[src/rtl/tdt_pkg.sv]
// ----------------------------------------------------------------------------
// tdt_pkg
// Shared constants and controller/datapath interface types for the
// time-dependent tour time core.
// ----------------------------------------------------------------------------
package tdt_pkg;

  localparam int DEF_MAX_CITIES    = 64;
  localparam int DEF_MAX_INTERVALS = 8;
  localparam int DEF_MAX_CLUSTERS  = 4;

  localparam logic [23:0] MIN_SPEED = 24'd7;
  localparam logic [31:0] TIME_MAX  = 32'hFFFF_FFFF;
  localparam int          DIV_STEPS = 48;
  localparam int          CL_STEPS  = 8;

  localparam logic [2:0] REQ_DIST  = 3'd0;
  localparam logic [2:0] REQ_CLUS  = 3'd1;
  localparam logic [2:0] REQ_SPEED = 3'd2;
  localparam logic [2:0] REQ_INTV  = 3'd3;
  localparam logic [2:0] REQ_VISIT = 3'd4;

  typedef struct packed {
    logic cap_in;
    logic wr_dist;
    logic wr_clus;
    logic wr_speed;
    logic wr_intv;
    logic tour_start;
    logic leg_close;
    logic leg_ld;
    logic srch_inc;
    logic sp_ld;
    logic sp_min;
    logic div_start_leg;
    logic div_start_cl;
    logic div_step;
    logic cl_step;
    logic arr_ld;
    logic intv_sel_m;
    logic e_ld;
    logic m_inc;
    logic mul_ld;
    logic cov_ld;
    logic commit;
    logic prev_upd;
    logic res_ld;
  } tdt_cmd_t;

  typedef struct packed {
    logic [2:0] req;
    logic       last;
    logic       dist_ok;
    logic       speed_ok;
    logic       intv_ok;
    logic       row_ok;
    logic       tour_active;
    logic       srch_hit;
    logic       srch_end;
    logic       div_done;
    logic       cl_done;
    logic       arr_gt_end;
    logic       end_gt_t;
    logic       m_last;
    logic       out_busy;
  } tdt_sts_t;

endpackage

[src/rtl/tdt_ctrl.sv]
// ----------------------------------------------------------------------------
// tdt_ctrl
// Sequencer for table loads, leg evaluation, interval walk and result.
// ----------------------------------------------------------------------------
module tdt_ctrl import tdt_pkg::*; (
  input  logic     clk,
  input  logic     rst_n,
  input  logic     in_valid,
  output logic     in_ready,
  input  tdt_sts_t sts,
  output tdt_cmd_t cmd
);

  localparam logic [4:0] S_IDLE     = 5'd0;
  localparam logic [4:0] S_DECODE   = 5'd1;
  localparam logic [4:0] S_CL_DIV   = 5'd2;
  localparam logic [4:0] S_CL_WR    = 5'd3;
  localparam logic [4:0] S_LEG_RD   = 5'd4;
  localparam logic [4:0] S_LEG_LD   = 5'd5;
  localparam logic [4:0] S_SRCH_RD  = 5'd6;
  localparam logic [4:0] S_SRCH_CHK = 5'd7;
  localparam logic [4:0] S_DIV_ST   = 5'd8;
  localparam logic [4:0] S_DIV_RUN  = 5'd9;
  localparam logic [4:0] S_ARR      = 5'd10;
  localparam logic [4:0] S_END_RD   = 5'd11;
  localparam logic [4:0] S_END_CHK  = 5'd12;
  localparam logic [4:0] S_MUL      = 5'd13;
  localparam logic [4:0] S_COV      = 5'd14;
  localparam logic [4:0] S_COMMIT   = 5'd15;
  localparam logic [4:0] S_OUT      = 5'd16;

  logic [4:0] state_r, state_nxt;
  logic       close_r, close_nxt;
  logic       loop_r, loop_nxt;

  assign in_ready = state_r == S_IDLE;

  always_comb begin
    state_nxt     = state_r;
    close_nxt     = close_r;
    loop_nxt      = loop_r;
    cmd           = '0;
    cmd.leg_close = close_r;
    unique case (state_r)
      S_IDLE: begin
        if (in_valid) begin
          cmd.cap_in = 1'b1;
          state_nxt  = S_DECODE;
        end
      end
      S_DECODE: begin
        state_nxt = S_IDLE;
        unique case (sts.req)
          REQ_DIST:  cmd.wr_dist  = sts.dist_ok;
          REQ_CLUS: begin
            if (sts.dist_ok) begin
              cmd.div_start_cl = 1'b1;
              state_nxt        = S_CL_DIV;
            end
          end
          REQ_SPEED: cmd.wr_speed = sts.speed_ok;
          REQ_INTV:  cmd.wr_intv  = sts.intv_ok;
          REQ_VISIT: begin
            if (sts.row_ok) begin
              if (!sts.tour_active) begin
                cmd.tour_start = 1'b1;
                if (sts.last) begin
                  close_nxt = 1'b1;
                  state_nxt = S_LEG_RD;
                end
              end else begin
                close_nxt = 1'b0;
                state_nxt = S_LEG_RD;
              end
            end
          end
          default: state_nxt = S_IDLE;
        endcase
      end
      S_CL_DIV: begin
        if (sts.cl_done) begin
          state_nxt = S_CL_WR;
        end else begin
          cmd.cl_step = 1'b1;
        end
      end
      S_CL_WR: begin
        cmd.wr_clus = 1'b1;
        state_nxt   = S_IDLE;
      end
      S_LEG_RD: state_nxt = S_LEG_LD;
      S_LEG_LD: begin
        cmd.leg_ld = 1'b1;
        loop_nxt   = 1'b0;
        state_nxt  = S_SRCH_RD;
      end
      S_SRCH_RD: state_nxt = S_SRCH_CHK;
      S_SRCH_CHK: begin
        if (sts.srch_hit) begin
          cmd.sp_ld = 1'b1;
          state_nxt = S_DIV_ST;
        end else if (sts.srch_end) begin
          cmd.sp_min = 1'b1;
          state_nxt  = S_DIV_ST;
        end else begin
          cmd.srch_inc = 1'b1;
          state_nxt    = S_SRCH_RD;
        end
      end
      S_DIV_ST: begin
        cmd.div_start_leg = 1'b1;
        state_nxt         = S_DIV_RUN;
      end
      S_DIV_RUN: begin
        if (sts.div_done) begin
          state_nxt = S_ARR;
        end else begin
          cmd.div_step = 1'b1;
        end
      end
      S_ARR: begin
        cmd.arr_ld = 1'b1;
        if (!loop_r) begin
          state_nxt = S_END_RD;
        end else if (sts.m_last) begin
          state_nxt = S_COMMIT;
        end else begin
          cmd.m_inc = 1'b1;
          state_nxt = S_END_RD;
        end
      end
      S_END_RD: begin
        cmd.intv_sel_m = 1'b1;
        state_nxt      = S_END_CHK;
      end
      S_END_CHK: begin
        if (!sts.arr_gt_end) begin
          state_nxt = S_COMMIT;
        end else begin
          cmd.e_ld = 1'b1;
          loop_nxt = 1'b1;
          state_nxt = sts.end_gt_t ? S_MUL : S_SRCH_RD;
        end
      end
      S_MUL: begin
        cmd.mul_ld = 1'b1;
        state_nxt  = S_COV;
      end
      S_COV: begin
        cmd.cov_ld = 1'b1;
        state_nxt  = S_SRCH_RD;
      end
      S_COMMIT: begin
        cmd.commit = 1'b1;
        if (close_r) begin
          state_nxt = S_OUT;
        end else begin
          cmd.prev_upd = 1'b1;
          if (sts.last) begin
            close_nxt = 1'b1;
            state_nxt = S_LEG_RD;
          end else begin
            state_nxt = S_IDLE;
          end
        end
      end
      S_OUT: begin
        if (!sts.out_busy) begin
          cmd.res_ld = 1'b1;
          state_nxt  = S_IDLE;
        end
      end
      default: state_nxt = S_IDLE;
    endcase
  end

  always_ff @(posedge clk) begin
    if (!rst_n) begin
      state_r <= S_IDLE;
      close_r <= 1'b0;
      loop_r  <= 1'b0;
    end else begin
      state_r <= state_nxt;
      close_r <= close_nxt;
      loop_r  <= loop_nxt;
    end
  end

endmodule

[config.mk]
export PLATFORM = sky130hd
export DESIGN_NAME = tdt_ctrl
export DESIGN_NICKNAME = d
export VERILOG_FILES = /design/src/rtl/tdt_pkg.sv /design/src/rtl/tdt_ctrl.sv
export SDC_FILE = /design/constraint.sdc
export NUM_CORES = 1
export LEC_CHECK = 0
export BUFFER_PORTS_ARGS = -buffer_cell sky130_fd_sc_hd__buf_2
export CAP_MARGIN = 20
export CORE_MARGIN = 3
export CORE_UTILIZATION = 44
export DETAILED_ROUTE_END_ITERATION = 10
export GPL_ROUTABILITY_DRIVEN = 0
export PLACE_DENSITY = 0.87
export SYNTH_ARGS = -nofsm -noshare
export SYNTH_HDL_FRONTEND = slang
export SYNTH_SLANG_ARGS = --single-unit
[constraint.sdc]
create_clock -name clk -period 2.65 [get_ports clk]
set_input_delay 0.265 -clock clk [delete_from_list [all_inputs] [get_ports clk]]
set_output_delay 0.265 -clock clk [all_outputs]
set_load 0.01 [all_outputs]
After elaboration in Yosys (flattened, before gate mapping):

Index checks and enable logic that the tools add are counted.

* bits in registers: 7
* bits of input ports: 20
* output and inout bits: 25
* logic and storage cells: 104

* eq/ne operators: 28
* mux-type cells: 65
* reductions and logical operators: 8

Operators with widths (count)
* case mux 5 bit (15 select lines): 1
* 2-to-1 mux 1 bit: 43
* equality test 5 x 4 -> 1 bit, second input constant: 8
* 2-to-1 mux 5 bit: 7
* equality test 5 x 3 -> 1 bit, second input constant: 4
* 2-to-1 mux 3 bit: 6
* 2-to-1 mux 4 bit: 3
* != test 2 bit, second input constant: 6
* equality test 5 x 2 -> 1 bit, second input constant: 2
* case mux 5 bit (2 select lines): 1
* AND reduction 4 bit: 2
* equality test 3 x 2 -> 1 bit, second input constant: 2
* equality test 5 x 1 -> 1 bit, second input constant: 1
* equality test 5 bit, second input constant: 1
* logical NOT 5 bit: 1
* 2-to-1 mux 2 bit: 2
* case mux 1 bit (2 select lines): 2
* nonzero test 2 bit: 2
* equality test 3 x 1 -> 1 bit, second input constant: 1
* equality test 3 bit, second input constant: 1
* logical NOT 3 bit: 1
* != test 3 bit, second input constant: 1
* != test 2 x 1 -> 1 bit, second input constant: 1
* AND reduction 2 bit: 1
* OR reduction 2 bit: 1

Longest topological paths before layout:

* depth after elaboration: 5
* gate-level depth with buffers: 5
* gate-level depth less buffers: 4

Worst setup path after synthesis:

No wires, ideal clock.

* kind: flip-flop to output port
* start: reg state_r[0]
* end: out cmd[0] in the netlist's numbering
* arrival time: 1.408 ns
* data required time: 2.385 ns
* slack: 0.977 ns
* cell stages (with the launch flop): 4
* path buffers: 1
* path through: dfxtp_1 > clkbuf_1 > or3_1 > nor4b_1

RTL lines
* start: declaration: RTL line tdt_ctrl.sv:32 `logic [4:0] state_r, state_nxt;`
* start signal: assignment: RTL line tdt_ctrl.sv:183 `state_r <= state_nxt;`
* end: declaration: RTL line tdt_ctrl.sv:11 `output tdt_cmd_t cmd`

==> flow_metrics.env <==
export IMPL_ys_seq_area_share_pct=20.3
export IMPL_synth_area_top_cells="dfxtp_1 (20%), nor2_1 (7.6%), nor3_1 (6.5%), nor3b_1 (5.4%), nand2_1 (3.3%)"
export IMPL_ctsLongestPathBuffers=2
export IMPL_track_usage_pct=23.4
export IMPL_vias=895
export IMPL_critPathLaunch="state_r[2]"
export IMPL_first_global_vias=813
export IMPL_hp_class="in -> reg"
export IMPL_skew_ns=0.00340
export IMPL_setup_viol=0
export IMPL_cp_end_kind="output port"
export IMPL_syn_instance_count=98
export IMPL_fin_nets=161
export IMPL_finalHoldViolations=0
export IMPL_start_kind="flip-flop"
export IMPL_synth_edf_count=0
export IMPL_ctsHtreeMaxLevel=1
export IMPL_p_leak_nw=0.433
export IMPL_cts_root_buffer="clkbuf_4"
export IMPL_post_cts_resized=0
export IMPL_drt_wirelength_per_cell_um=14.2
export IMPL_clock_sinks=7
export IMPL_clock_fmax_ghz=0.453
export IMPL_place_area_um2=905
export IMPL_antenna_found_initial=0
export IMPL_initial_core_util_pct=50.0
export IMPL_finalCritPeriodShare_pct=83.3
export IMPL_min_period_ns=2.21
export IMPL_cp_required_ns=2.38
export IMPL_reg2reg_to="state_r[2]"
export IMPL_worstPathMaxFanout=14
export IMPL_synth_cell_type_count=38
export IMPL_mostFrequentLayoutCells="buf_2 (44), nor2_1 (14), nor3_1 (9), dfxtp_1 (7), nand2_1 (6)"
export IMPL_worst_pin_slew_ns=0.498
export IMPL_synthArstFlopShare_pct=0
export IMPL_critPathMostFrequentCell="nor3b_1"
export IMPL_regToRegSetupSlack_ns=0.81
export IMPL_yosysWarningCount=0
export IMPL_max_stage_delay_ns=0.57
export IMPL_power_density_mw_per_mm2=336
export IMPL_final_design_area_no_fill_um2=931
export IMPL_first_pass_iters=4
export IMPL_critPathCapture="cmd[13]"
export IMPL_relSlewSlack_pct=66.7
export IMPL_yosysTopAreaCellShare_pct=20.3
export IMPL_grt_pass1_wl_um=3570
export IMPL_worstSkewPairLatency_ns=0.26
export IMPL_syn_nets=118
export IMPL_grt_max_degree=17
export IMPL_fp_dieH_um=45.7
export IMPL_cp_slowest_cell="dfxtp_1"
export IMPL_clk_pin_slew_ns=0.06
export IMPL_fin_tns_setup_ns=0
export IMPL_cp_cell_sequence="nor3b_1 > nand3_1 > nor3b_1 > buf_2"
export IMPL_portBuffers=44
export IMPL_row_count=13
export IMPL_post_drt_via_cell_ratio=5.77
export IMPL_reg2regPathDepth=4
export IMPL_synth_seq_cells=7
export IMPL_design_core_area_mm2=0.00138
export IMPL_drc=0
export IMPL_cts_tree="done"
export IMPL_worst_ep_arrival_time_ns=1.94
export IMPL_dp_hpwl_um=1770
export IMPL_ys_flop_type="dfxtp_1"
export IMPL_ir_drop_mv=0.288
export IMPL_path_class="reg -> out"
export IMPL_yosys_area_top_type="dfxtp_1"
export IMPL_die_w_um=45.7
export IMPL_syn_to_final_growth_pct=34.5
export IMPL_dieArea_mm2=0.00208
export IMPL_drive_gt1_share_pct=37.1
export IMPL_cts_hold_buf=0
export IMPL_ant_nets=0
export IMPL_totalWireLength_um=2200
export IMPL_outcome="completed"
export IMPL_dp_cells=151
export IMPL_cts_buffers=3
export IMPL_total_power_mw=0.312
export IMPL_stdcell_count=155
export IMPL_cap_violations=0
export IMPL_cts_setup_buffers=0
export IMPL_final_common_cell="buf_2"
export IMPL_num_antenna_cells=0
export IMPL_maxSlewViolCount=0
export IMPL_grt_ovfl_total=0
export IMPL_r2r_start="state_r[0]"
export IMPL_rsz0062_at_grt="false"
export IMPL_drt_iter0_markers=36
export IMPL_synth_avg_cell_area_um2=7.06
export IMPL_synth_area_um2=692
export IMPL_io_pins=45
[Yosys cell counts, types with 3 or more instances]
master	n
nor3_1	9
clkbuf_1	4
and3_1	3
nor3b_1	5
a21oi_1	4
dfxtp_1	7
nor2_1	14
nand3_1	3
o211ai_1	3
nand2_1	6
nor2b_1	3
inv_1	5
[final cells by class]
| class | count | area, um2 |
|---|---|---|
| clock buffer | 4 | 26.3 |
| multi-input combinational | 80 | 507 |
| sequential | 7 | 140 |
| tap | 15 | 18.8 |
| timing repair buffer | 44 | 220 |
| inverter | 5 | 18.8 |
| fill | 121 | 452 |
[how the worst min path moves through the flow]
stage | startpoint | end | slack, ns | depth (start not counted)
after global routing | sts[8] | close_r | 0.23 | 2
after floorplan | sts[8] | close_r | 0.35 | 1
after detailed placement | sts[8] | close_r | 0.49 | 2
after CTS | sts[8] | close_r | 0.22 | 2
after global placement | sts[8] | close_r | 0.48 | 2
final | sts[8] | close_r | 0.22 | 2
[where the power goes]
group	leakage [nW]	internal (mW)	switching, mW
Combinational	0.361	0.0378	0.0448
Sequential	0.0568	0.109	0.0155
Clock	0.0150	0.0580	0.0468
Total	0.433	0.205	0.107
[routing by layer]
layer / GRT usage (%) / part of all wire [%] / vias up
met5: 0 / 0 / -
met4: 8.19 / 1.2 / 0
met3: 4.35 / 8.8 / 4
met2: 41.2 / 50 / 45
met1: 27.9 / 39 / 404
li1: - / - / 442
[registers in the layout, indices dropped and copies added, names as in the netlist]
signal	cells
close_r	1
loop_r	1
state_r	5
[worst max-delay path, delay by kind of cell, from the launching register on]
| kind | cells | cell delay [ns] |
|---|---|---|
| buffers and inverters | 1 | 0.18 |
| and+or+nand+nor | 3 | 0.93 |
| DFF | 1 | 0.57 |
[logic make-up (layout without fill, tap and decap cells)]
family	count (synthesis)	after routing	synth area share, %
xor gates and xnor gates	1	1	1.27
buffers and inverters	11	53	6.51
AOI/OAI and AO/OA	21	21	22.8
and+or+nand+nor	58	58	49.2
DFF	7	7	20.3
[through the flow]
stage / hold slack (ns) / setup WS (ns) / utilization [%]
floorplan: 0.353 / 0.977 / -
finish: 0.218 / 0.444 / 67.3
global route: 0.228 / 0.246 / 67.3
global placement: 0.483 / 0.817 / 65.4
detailed placement: 0.494 / 0.686 / 65.4
CTS: 0.219 / 0.406 / 67.3
Note: power is estimated with default switching activity, not from simulation.
